**src/rtl/jp2_box_extract_defines.svh**
```systemverilog
// Assertion macros used by the box extractor top level.
`ifndef JP2_BOX_EXTRACT_DEFINES_SVH
`define JP2_BOX_EXTRACT_DEFINES_SVH

// Same-cycle implication, clocked on i_clk, off during reset.
`define JBX_ASSERT_IMP(label, ante, cons, msg) \
    label: assert property (@(posedge i_clk) disable iff (!i_rst_n) (ante) |-> (cons)) \
        else $error(msg);

// Next-cycle implication, clocked on i_clk, off during reset.
`define JBX_ASSERT_NXT(label, ante, cons, msg) \
    label: assert property (@(posedge i_clk) disable iff (!i_rst_n) (ante) |=> (cons)) \
        else $error(msg);

`endif

```
**src/rtl/jbx_pkg.sv**
```systemverilog
// Types and constants of the JP2 box extractor.
`default_nettype none
package jbx_pkg;

    localparam int OFF_W = 48;

    typedef logic [OFF_W-1:0] t_off;

    typedef enum logic [2:0] {
        PH_HEADER,
        PH_SKIP,
        PH_EMIT,
        PH_FOUND,
        PH_NOMORE,
        PH_BAD
    } t_phase;

    typedef enum logic {
        OP_BEAT,
        OP_HDR
    } t_op;

    localparam logic [1:0] KIND_BYTE      = 2'd0;
    localparam logic [1:0] KIND_NOT_FOUND = 2'd1;
    localparam logic [1:0] KIND_BAD_LEN   = 2'd2;
    localparam logic [1:0] KIND_EMPTY     = 2'd3;

    localparam logic REG_TARGET_TYPE    = 1'b0;
    localparam logic REG_INCLUDE_HEADER = 1'b1;

    localparam logic [4:0] HDR_SHORT = 5'd8;
    localparam logic [4:0] HDR_LONG  = 5'd16;
    localparam logic [3:0] HDR_LAST_SHORT = 4'd7;
    localparam logic [3:0] HDR_LAST_LONG  = 4'd15;

    localparam logic [31:0] LBOX_TO_END    = 32'd0;
    localparam logic [31:0] LBOX_EXTENDED  = 32'd1;
    localparam logic [31:0] LBOX_MIN_PLAIN = 32'd8;

    typedef struct packed {
        t_op               op;
        logic [1:0]        kind;
        logic [7:0]        bval;
        logic              last;
        logic              hdr_long;
        t_off              offset;
        logic [15:0][7:0]  hdr;
    } t_cmd;

    typedef struct packed {
        logic full;
        logic nonempty;
    } t_q_stat;

endpackage
`default_nettype wire

```
**src/rtl/jbx_front.sv**
```systemverilog
// Front end: box header walker that turns file bytes into output commands.
`default_nettype none
module jbx_front (
    input  wire logic            i_clk,
    input  wire logic            i_rst_n,
    input  wire logic            i_in_valid,
    output logic                 o_in_ready,
    input  wire logic [7:0]      i_file_byte,
    input  wire logic            i_end_of_file,
    input  wire logic            i_cfg_valid,
    input  wire logic            i_cfg_index,
    input  wire logic [31:0]     i_cfg_data,
    input  wire jbx_pkg::t_q_stat i_q_stat,
    output logic                 o_push,
    output jbx_pkg::t_cmd        o_cmd
);

    logic [31:0]            r_target_type;
    logic                   r_include_header;

    jbx_pkg::t_phase        r_phase, n_phase, w_walk_phase;
    logic [4:0]             r_idx, n_idx;
    jbx_pkg::t_off          r_pos, n_pos;
    jbx_pkg::t_off          r_start, n_start;
    logic [63:0]            r_bl, n_bl;
    logic                   r_to_end, n_to_end;
    logic [15:0][7:0]       r_hdr;

    logic                   w_accept;
    logic [15:0][7:0]       w_hv;
    logic [4:0]             w_idx_inc;
    logic                   w_hdr_done;
    logic                   w_wait_ext;
    logic [31:0]            w_lbox;
    logic [31:0]            w_tbox;
    logic [63:0]            w_len;
    logic [63:0]            w_hlen;
    logic [63:0]            w_rem;
    logic [63:0]            w_bl_dec;
    logic                   w_bad;
    logic                   w_match;
    logic                   w_empty;
    logic                   w_emit_last;
    jbx_pkg::t_off          w_start;

    assign o_in_ready = !i_q_stat.full;
    assign w_accept   = i_in_valid && !i_q_stat.full;

    // header decode, with the incoming byte merged in
    always_comb begin
        for (int k = 0; k < 16; k++) begin
            w_hv[k] = (r_idx[3:0] == 4'(k)) ? i_file_byte : r_hdr[k];
        end
    end

    assign w_idx_inc  = r_idx + 5'd1;
    assign w_hdr_done = (w_idx_inc == jbx_pkg::HDR_SHORT) || (w_idx_inc == jbx_pkg::HDR_LONG);
    assign w_lbox     = {w_hv[0], w_hv[1], w_hv[2], w_hv[3]};
    assign w_tbox     = {w_hv[4], w_hv[5], w_hv[6], w_hv[7]};
    assign w_wait_ext = (w_lbox == jbx_pkg::LBOX_EXTENDED) && (w_idx_inc == jbx_pkg::HDR_SHORT);
    assign w_len      = (w_lbox == jbx_pkg::LBOX_EXTENDED)
                        ? {w_hv[8], w_hv[9], w_hv[10], w_hv[11],
                           w_hv[12], w_hv[13], w_hv[14], w_hv[15]}
                        : {32'd0, w_lbox};
    assign w_hlen     = {59'd0, w_idx_inc};
    assign w_rem      = w_len - w_hlen;
    assign w_bl_dec   = r_bl - 64'd1;
    assign w_bad      = ((w_lbox > jbx_pkg::LBOX_EXTENDED) && (w_lbox < jbx_pkg::LBOX_MIN_PLAIN))
                        || ((w_lbox == jbx_pkg::LBOX_EXTENDED)
                            && (w_len < 64'(jbx_pkg::HDR_LONG)));
    assign w_match    = (w_tbox == r_target_type);
    assign w_empty    = (w_lbox == jbx_pkg::LBOX_TO_END) ? i_end_of_file : (w_len == w_hlen);
    assign w_emit_last = r_to_end ? i_end_of_file : ((w_bl_dec == 64'd0) || i_end_of_file);
    assign w_start    = ((r_phase == jbx_pkg::PH_HEADER) && (r_idx == 5'd0)) ? r_pos : r_start;

    // next state
    always_comb begin
        w_walk_phase = r_phase;
        n_idx        = r_idx;
        n_pos        = r_pos;
        n_start      = r_start;
        n_bl         = r_bl;
        n_to_end     = r_to_end;
        if (w_accept) begin
            n_pos = r_pos + jbx_pkg::t_off'(1);
            case (r_phase)
                jbx_pkg::PH_HEADER: begin
                    n_start = w_start;
                    if (!w_hdr_done || w_wait_ext) begin
                        n_idx = w_idx_inc;
                    end else begin
                        n_idx = 5'd0;
                        if (w_bad) begin
                            w_walk_phase = jbx_pkg::PH_BAD;
                        end else if (w_match) begin
                            if (w_empty) begin
                                w_walk_phase = jbx_pkg::PH_FOUND;
                            end else begin
                                w_walk_phase = jbx_pkg::PH_EMIT;
                                n_to_end = (w_lbox == jbx_pkg::LBOX_TO_END);
                                n_bl = (w_lbox == jbx_pkg::LBOX_TO_END) ? 64'd0 : w_rem;
                            end
                        end else if (w_lbox == jbx_pkg::LBOX_TO_END) begin
                            w_walk_phase = jbx_pkg::PH_NOMORE;
                        end else begin
                            n_bl = w_rem;
                            w_walk_phase = (w_rem != 64'd0) ? jbx_pkg::PH_SKIP
                                                            : jbx_pkg::PH_HEADER;
                        end
                    end
                end
                jbx_pkg::PH_SKIP: begin
                    n_bl = w_bl_dec;
                    if (w_bl_dec == 64'd0) begin
                        w_walk_phase = jbx_pkg::PH_HEADER;
                    end
                end
                jbx_pkg::PH_EMIT: begin
                    if (!r_to_end) begin
                        n_bl = w_bl_dec;
                    end
                    if (w_emit_last) begin
                        w_walk_phase = jbx_pkg::PH_FOUND;
                    end
                end
                default: begin
                end
            endcase
        end
        n_phase = w_walk_phase;
        if (w_accept && i_end_of_file) begin
            n_phase  = jbx_pkg::PH_HEADER;
            n_idx    = 5'd0;
            n_pos    = '0;
            n_start  = '0;
            n_bl     = 64'd0;
            n_to_end = 1'b0;
        end
    end

    // command out
    always_comb begin
        o_push       = 1'b0;
        o_cmd.op       = jbx_pkg::OP_BEAT;
        o_cmd.kind     = jbx_pkg::KIND_BYTE;
        o_cmd.bval     = 8'd0;
        o_cmd.last     = 1'b0;
        o_cmd.hdr_long = (w_idx_inc == jbx_pkg::HDR_LONG);
        o_cmd.offset   = w_start;
        o_cmd.hdr      = w_hv;
        if (w_accept) begin
            case (r_phase)
                jbx_pkg::PH_HEADER: begin
                    if (w_hdr_done && !w_wait_ext) begin
                        if (w_bad) begin
                            o_push     = 1'b1;
                            o_cmd.kind = jbx_pkg::KIND_BAD_LEN;
                        end else if (w_match) begin
                            if (r_include_header) begin
                                o_push     = 1'b1;
                                o_cmd.op   = jbx_pkg::OP_HDR;
                                o_cmd.last = w_empty;
                            end else if (w_empty) begin
                                o_push     = 1'b1;
                                o_cmd.kind = jbx_pkg::KIND_EMPTY;
                                o_cmd.last = 1'b1;
                            end
                        end
                    end
                end
                jbx_pkg::PH_EMIT: begin
                    o_push     = 1'b1;
                    o_cmd.bval = i_file_byte;
                    o_cmd.last = w_emit_last;
                end
                default: begin
                end
            endcase
            if (i_end_of_file && (w_walk_phase inside
                    {jbx_pkg::PH_HEADER, jbx_pkg::PH_SKIP, jbx_pkg::PH_NOMORE})) begin
                o_push       = 1'b1;
                o_cmd.op     = jbx_pkg::OP_BEAT;
                o_cmd.kind   = jbx_pkg::KIND_NOT_FOUND;
                o_cmd.bval   = 8'd0;
                o_cmd.last   = 1'b0;
                o_cmd.offset = '0;
            end
        end
    end

    always_ff @(posedge i_clk) begin
        if (!i_rst_n) begin
            r_phase  <= jbx_pkg::PH_HEADER;
            r_idx    <= 5'd0;
            r_pos    <= '0;
            r_start  <= '0;
            r_bl     <= 64'd0;
            r_to_end <= 1'b0;
        end else begin
            r_phase  <= n_phase;
            r_idx    <= n_idx;
            r_pos    <= n_pos;
            r_start  <= n_start;
            r_bl     <= n_bl;
            r_to_end <= n_to_end;
        end
    end

    always_ff @(posedge i_clk) begin
        if (w_accept && (r_phase == jbx_pkg::PH_HEADER)) begin
            r_hdr[r_idx[3:0]] <= i_file_byte;
        end
    end

    always_ff @(posedge i_clk) begin
        if (!i_rst_n) begin
            r_target_type    <= 32'd0;
            r_include_header <= 1'b0;
        end else if (i_cfg_valid) begin
            case (i_cfg_index)
                jbx_pkg::REG_TARGET_TYPE:    r_target_type    <= i_cfg_data;
                jbx_pkg::REG_INCLUDE_HEADER: r_include_header <= i_cfg_data[0];
                default: begin
                end
            endcase
        end
    end

endmodule
`default_nettype wire

```
**src/rtl/jbx_queue.sv**
```systemverilog
// Two-entry command queue between the header walker and the beat generator.
`default_nettype none
module jbx_queue (
    input  wire logic          i_clk,
    input  wire logic          i_rst_n,
    input  wire logic          i_push,
    input  wire jbx_pkg::t_cmd i_cmd,
    input  wire logic          i_pop,
    output jbx_pkg::t_cmd      o_head,
    output jbx_pkg::t_q_stat   o_stat
);

    jbx_pkg::t_cmd r_ent [2];
    logic          r_wr;
    logic          r_rd;
    logic [1:0]    r_count;

    assign o_head          = r_ent[r_rd];
    assign o_stat.full     = (r_count == 2'd2);
    assign o_stat.nonempty = (r_count != 2'd0);

    always_ff @(posedge i_clk) begin
        if (i_push) begin
            r_ent[r_wr] <= i_cmd;
        end
    end

    always_ff @(posedge i_clk) begin
        if (!i_rst_n) begin
            r_wr    <= 1'b0;
            r_rd    <= 1'b0;
            r_count <= 2'd0;
        end else begin
            if (i_push) begin
                r_wr <= ~r_wr;
            end
            if (i_pop) begin
                r_rd <= ~r_rd;
            end
            case ({i_push, i_pop})
                2'b10:   r_count <= r_count + 2'd1;
                2'b01:   r_count <= r_count - 2'd1;
                default: r_count <= r_count;
            endcase
        end
    end

endmodule
`default_nettype wire

```
**src/rtl/jbx_back.sv**
```systemverilog
// Back end: expands queued commands into output beats through an output register.
`default_nettype none
module jbx_back (
    input  wire logic          i_clk,
    input  wire logic          i_rst_n,
    input  wire jbx_pkg::t_cmd i_head,
    input  wire logic          i_nonempty,
    output logic               o_pop,
    output logic               o_out_valid,
    input  wire logic          i_out_ready,
    output logic [1:0]         o_kind,
    output logic [7:0]         o_out_byte,
    output logic               o_last_of_box,
    output logic [jbx_pkg::OFF_W-1:0] o_box_offset
);

    logic [3:0]  r_idx;
    logic        r_valid;
    logic [1:0]  r_kind;
    logic [7:0]  r_byte;
    logic        r_last;
    jbx_pkg::t_off r_offset;

    logic        w_load;
    logic        w_fire;
    logic        w_done;
    logic [3:0]  w_last_idx;
    logic [1:0]  w_kind;
    logic [7:0]  w_byte;
    logic        w_last;

    assign w_load     = !r_valid || i_out_ready;
    assign w_fire     = w_load && i_nonempty;
    assign w_last_idx = i_head.hdr_long ? jbx_pkg::HDR_LAST_LONG : jbx_pkg::HDR_LAST_SHORT;

    always_comb begin
        if (i_head.op == jbx_pkg::OP_HDR) begin
            w_kind = jbx_pkg::KIND_BYTE;
            w_byte = i_head.hdr[r_idx];
            w_done = (r_idx == w_last_idx);
            w_last = i_head.last && w_done;
        end else begin
            w_kind = i_head.kind;
            w_byte = i_head.bval;
            w_done = 1'b1;
            w_last = i_head.last;
        end
    end

    assign o_pop = w_fire && w_done;

    always_ff @(posedge i_clk) begin
        if (!i_rst_n) begin
            r_idx   <= 4'd0;
            r_valid <= 1'b0;
        end else begin
            if (w_load) begin
                r_valid <= i_nonempty;
            end
            if (w_fire) begin
                r_idx <= w_done ? 4'd0 : r_idx + 4'd1;
            end
        end
    end

    always_ff @(posedge i_clk) begin
        if (w_fire) begin
            r_kind   <= w_kind;
            r_byte   <= w_byte;
            r_last   <= w_last;
            r_offset <= i_head.offset;
        end
    end

    assign o_out_valid   = r_valid;
    assign o_kind        = r_kind;
    assign o_out_byte    = r_byte;
    assign o_last_of_box = r_last;
    assign o_box_offset  = r_offset;

endmodule
`default_nettype wire

```
**src/rtl/jp2_box_extract.sv**
```systemverilog
// Top level of the JP2 box extractor: walker, command queue and beat generator.
//
// channel   direction  handshake                  payload
// in        sink       i_in_valid / o_in_ready    i_file_byte, i_end_of_file
// out       source     o_out_valid / i_out_ready  o_kind, o_out_byte, o_last_of_box,
//                                                 o_box_offset
// cfg       sink       i_cfg_valid / o_cfg_ready  i_cfg_index, i_cfg_data
//
// One input beat per cycle while the queue is not full; each output beat is queued as a
// command and then leaves through the output register.
// A header burst of 8 or 16 output beats comes from one queue entry at one beat per
// cycle while the output is not stalled; input stalls once the two-entry queue fills behind it.
// Sync active-low reset clears walker state and both config registers; no clearing pass.
// Output stall backs up through the queue to o_in_ready; cfg beats are always taken.
`default_nettype none
`include "jp2_box_extract_defines.svh"
module jp2_box_extract (
    input  wire logic        i_clk,
    input  wire logic        i_rst_n,
    input  wire logic        i_in_valid,
    output logic             o_in_ready,
    input  wire logic [7:0]  i_file_byte,
    input  wire logic        i_end_of_file,
    output logic             o_out_valid,
    input  wire logic        i_out_ready,
    output logic [1:0]       o_kind,
    output logic [7:0]       o_out_byte,
    output logic             o_last_of_box,
    output logic [jbx_pkg::OFF_W-1:0] o_box_offset,
    input  wire logic        i_cfg_valid,
    output logic             o_cfg_ready,
    input  wire logic        i_cfg_index,
    input  wire logic [31:0] i_cfg_data
);

    logic             w_push;
    logic             w_pop;
    jbx_pkg::t_cmd    w_cmd;
    jbx_pkg::t_cmd    w_head;
    jbx_pkg::t_q_stat w_q_stat;

    assign o_cfg_ready = 1'b1;

    jbx_front u_front (
        .i_clk         (i_clk),
        .i_rst_n       (i_rst_n),
        .i_in_valid    (i_in_valid),
        .o_in_ready    (o_in_ready),
        .i_file_byte   (i_file_byte),
        .i_end_of_file (i_end_of_file),
        .i_cfg_valid   (i_cfg_valid),
        .i_cfg_index   (i_cfg_index),
        .i_cfg_data    (i_cfg_data),
        .i_q_stat      (w_q_stat),
        .o_push        (w_push),
        .o_cmd         (w_cmd)
    );

    jbx_queue u_queue (
        .i_clk   (i_clk),
        .i_rst_n (i_rst_n),
        .i_push  (w_push),
        .i_cmd   (w_cmd),
        .i_pop   (w_pop),
        .o_head  (w_head),
        .o_stat  (w_q_stat)
    );

    jbx_back u_back (
        .i_clk         (i_clk),
        .i_rst_n       (i_rst_n),
        .i_head        (w_head),
        .i_nonempty    (w_q_stat.nonempty),
        .o_pop         (w_pop),
        .o_out_valid   (o_out_valid),
        .i_out_ready   (i_out_ready),
        .o_kind        (o_kind),
        .o_out_byte    (o_out_byte),
        .o_last_of_box (o_last_of_box),
        .o_box_offset  (o_box_offset)
    );

    `JBX_ASSERT_IMP(a_status_byte_zero, o_out_valid && (o_kind != jbx_pkg::KIND_BYTE), o_out_byte == 8'd0, "status beat carries a nonzero byte")
    `JBX_ASSERT_IMP(a_not_found_clean, o_out_valid && (o_kind == jbx_pkg::KIND_NOT_FOUND), (o_box_offset == 48'd0) && !o_last_of_box, "not-found beat has offset or last set")
    `JBX_ASSERT_IMP(a_empty_is_last, o_out_valid && (o_kind == jbx_pkg::KIND_EMPTY), o_last_of_box, "empty-box beat not marked last")
    `JBX_ASSERT_NXT(a_queue_keeps, w_q_stat.nonempty && !w_pop, w_q_stat.nonempty, "queued command lost without a pop")

endmodule
`default_nettype wire

```
**config.mk**
```make
export PLATFORM = sky130hd
export DESIGN_NAME = jp2_box_extract
export DESIGN_NICKNAME = d
export VERILOG_FILES = /design/src/rtl/jbx_pkg.sv /design/src/rtl/jbx_front.sv /design/src/rtl/jbx_queue.sv /design/src/rtl/jbx_back.sv /design/src/rtl/jp2_box_extract.sv
export VERILOG_INCLUDE_DIRS = /design/src /design/src/rtl
export SDC_FILE = /design/constraint.sdc
export NUM_CORES = 1
export LEC_CHECK = 0
export ABC_AREA = 1
export BUFFER_PORTS_ARGS = -buffer_cell sky130_fd_sc_hd__buf_2
export CAP_MARGIN = 20
export CORE_MARGIN = 4
export CORE_UTILIZATION = 25
export CTS_CLUSTER_DIAMETER = 150
export DETAILED_ROUTE_END_ITERATION = 10
export GPL_TIMING_DRIVEN = 0
export SLEW_MARGIN = 5
export SYNTH_ARGS = -nofsm -noshare
export SYNTH_HDL_FRONTEND = slang
export SYNTH_SLANG_ARGS = --single-unit
```
**constraint.sdc**
```tcl
create_clock -name i_clk -period 20.5 [get_ports i_clk]
set_input_delay 1.025 -clock i_clk [delete_from_list [all_inputs] [get_ports i_clk]]
set_output_delay 1.025 -clock i_clk [all_outputs]
set_load 0.02 [all_outputs]
```
==> out/metrics.cfg <==
[clocking]
cts_buffer_depth = 3
post_cts_resized = 0
clk_pin_slew_ns = 0.06
htreeDepth = 3
clock-sinks = 777
tritoncts = yes
postCtsSetupBuffers = 0
worstSkewPairLatency_ns = 0.69
cts_buffers = 79
clockRootBuffer = clkbuf_16
postCtsHoldBufs = 0

[floorplanning]
die_x_microns = 400
io_pins = 109
die_h_microns = 400
num_rows = 143
start_util = 0.252
core-area_sq_um = 152000
die-area_sq_um = 160000

[placement]
port_buffers = 107
hpwlAfterDp_microns = 105000
dp_slack_ns = 10.32
dp_cells = 6741
placed_area_sq_um = 41900
place_congestion = 0.948

[worst_setup_path]
arrival_ns = 10.31
worst_setup_path_start_kind = flip-flop
r2r-end = u_queue.r_ent[0][38]$_DFFE_PP_
cp_max_fo = 29
cpPeakStageDelay_ns = 0.59
worst_path_most_repeated_cell = nand2_1
r2r_setup_slack_ns = 10.56
critical_path_class = flip-flop to flip-flop
cpMaxStageDelayCell = buf_1
r2r_cells = 48
worstReg2RegStart = u_front.r_idx[0]$_SDFFE_PP0P_
cp.required_ns = 20.87
endpoint_kind = flip-flop

[sta]
finalSetupViolCount = 0
hold_viol = 0
fin_skew_ns = 0.0489
min_period_ns = 9.94
max_freq_ghz = 0.101
rsz0062_at_grt = false
maxSlewViolCount = 0
min_period_over_period = 0.485
slew_headroom = 0.169
whs_ns = 0.456
tightest_slew_ns = 1.25
setup_slack_ns = 10.56

[power]
powerDensity_nw_per_um2 = 113
leakagePower_uw = 0.0183
ir_drop_uv = 51.9

[final_layout]
fin_nets = 4861
multi_input_comb_area_sq_um = 14400
fill_cells = 16100
final_area_sq_um = 44600
area_delta_synth_final_pct = 16.2
final_common_cell = nand2_1
layout-drive-gt1-share = 0.0705
mostFrequentLayoutCells = nand2_1 (1,065), nor2_1 (675), edfxtp_1 (565)
fin_cells = 6894
ff_latch_area_sq_um = 21200

[worst_hold_path]
hold_class = flip-flop to flip-flop
holdPathStages = 1
hp-start = u_queue.r_rd$_SDFFE_PN0P_

[drt]
vias = 33400
drtAntennaViolNets = 0
avgRoutedWirePerCell_microns = 20.2
dr.pass1.iters = 9
drc = 0
viasPerCell = 4.85
drtIter0Drc = 3776
drt-total-wl_microns = 139000

[logic_synthesis]
synth.distinct_cells = 52
synth-edff-count = 565
synth_nets = 4646
netlist_area_sq_um = 38400
ys.flop_type = edfxtp_1
synth_warnings = 0
synth-seq-cells = 777
syn_inst = 4582
async_flop_share = 0
synth_area_per_cell_sq_um = 8.38
seq_area_frac_synth = 0.552

[global_routing]
grt_max_degree = 30
antenna_found_initial = 4
grt_usage = 0.168
grt_pass1_wl_microns = 202000
grt_pass1_vias = 31300
grt_overflow = 0

[job]
maxCapViolations = 0

[outcome]
outcome = finished clean

layer usage:
layer,wire (microns),up-vias,global-route usage
met5,9,-,0
met4,5650,2,0.0681
met3,12400,278,0.0304
met2,62700,1532,0.271
met1,58300,15900,0.223
li1,-,15700,-
worst max path at each step:
stage	startpoint	to	slack, ns	depth (start not counted)
global route	u_front.r_idx[0]$_SDFFE_PP0P_	u_queue.r_ent[0][42]$_DFFE_PP_	9.87	48
floorplan	i_file_byte[6]	u_queue.r_ent[1][0]$_DFFE_PP_	5.32	40
global placement	i_file_byte[6]	u_queue.r_ent[1][38]$_DFFE_PP_	-3.04	43
finish	u_front.r_idx[0]$_SDFFE_PP0P_	u_queue.r_ent[0][38]$_DFFE_PP_	10.56	48
CTS	u_front.r_idx[0]$_SDFFE_PP0P_	u_queue.r_ent[0][22]$_DFFE_PP_	10.83	48
detailed placement	i_file_byte[0]	u_queue.r_ent[0][36]$_DFFE_PP_	10.32	47
report_power, final:
| part | leakage (uW) | switching, uW | internal, uW |
|---|---|---|---|
| Sequential | 0.00694 | 59.6 | 1870 |
| Combinational | 0.0100 | 1180 | 424 |
| Clock | 0.00130 | 644 | 859 |
| Total | 0.0183 | 1880 | 3160 |
per-stage QoR:
stage	setup TNS, ns	total power (uW)	utilization
2_1_floorplan	0	2940	-
3_3_place_gp	-818.54	3550	0.272
3_5_place_dp	0	3540	0.275
4_1_cts	0	5040	0.293
5_1_grt	0	5270	0.293
6_report	0	5040	0.293
cell type report:
class                   count  area share
flip-flops and latches    777       0.475
clock inverters            50      0.0124
plain buffers             209      0.0202
clock buffers              97      0.0476
diodes                      1   0.0000561
repair buffers            134      0.0220
inverters                 519      0.0436
multi-input cells        3077       0.322
well taps                2030      0.0569
state kept, by name, indices dropped and copies added (netlist names), 2 cells and up, named ones only:
register and flops:
u_front.r_pos 48, u_front.r_hdr 128, u_front.r_target_type 32, u_queue.r_ent 378, u_back.o_out_byte 8, u_back.r_idx 4, u_front.r_phase 3, u_front.r_idx 5
u_back.o_box_offset 48, u_queue.r_count 2, u_front.r_start 48, u_back.o_kind 2, u_front.r_bl 64
cell usage after synthesis (all sizes together), types with 16 or more instances:
master	number	area share
a211oi	23	0.0045
a21oi	130	0.017
clkbuf	159	0.016
nor2	695	0.070
nor3	51	0.0068
dfxtp	212	0.11
edfxtp	565	0.44
o21ai	513	0.067
buf	50	0.0079
o221ai	17	0.0039
nand3	231	0.031
nand2	1068	0.10
ha	16	0.0052
nand4	46	0.0075
xor2	66	0.015
xnor2	35	0.0080
a221oi	19	0.0043
nor4	24	0.0041
o22ai	82	0.013
inv	513	0.050
critical path, delay by kind of cell, from the launching register on:
family                   cells  cell delay [ns]
AO/OA/AOI/OAI                3             0.60
flip-flops                   1             0.47
AND/OR/NAND/NOR             32             4.96
adder cells (fa/ha/maj)      2             0.49
buffers and inverters       11             3.03
cell families after synthesis:
group                    count (synthesis)  share of synthesized area
flip-flops                             777                      0.552
AO/OA/AOI/OAI                          825                      0.118
XOR/XNOR                               101                     0.0230
adder cells (fa/ha/maj)                 17                    0.00573
AND/OR/NAND/NOR                       2133                      0.226
other                                    1                  0.0000976
buffers and inverters                  728                     0.0741
Power figures use the tool's default switching activity.
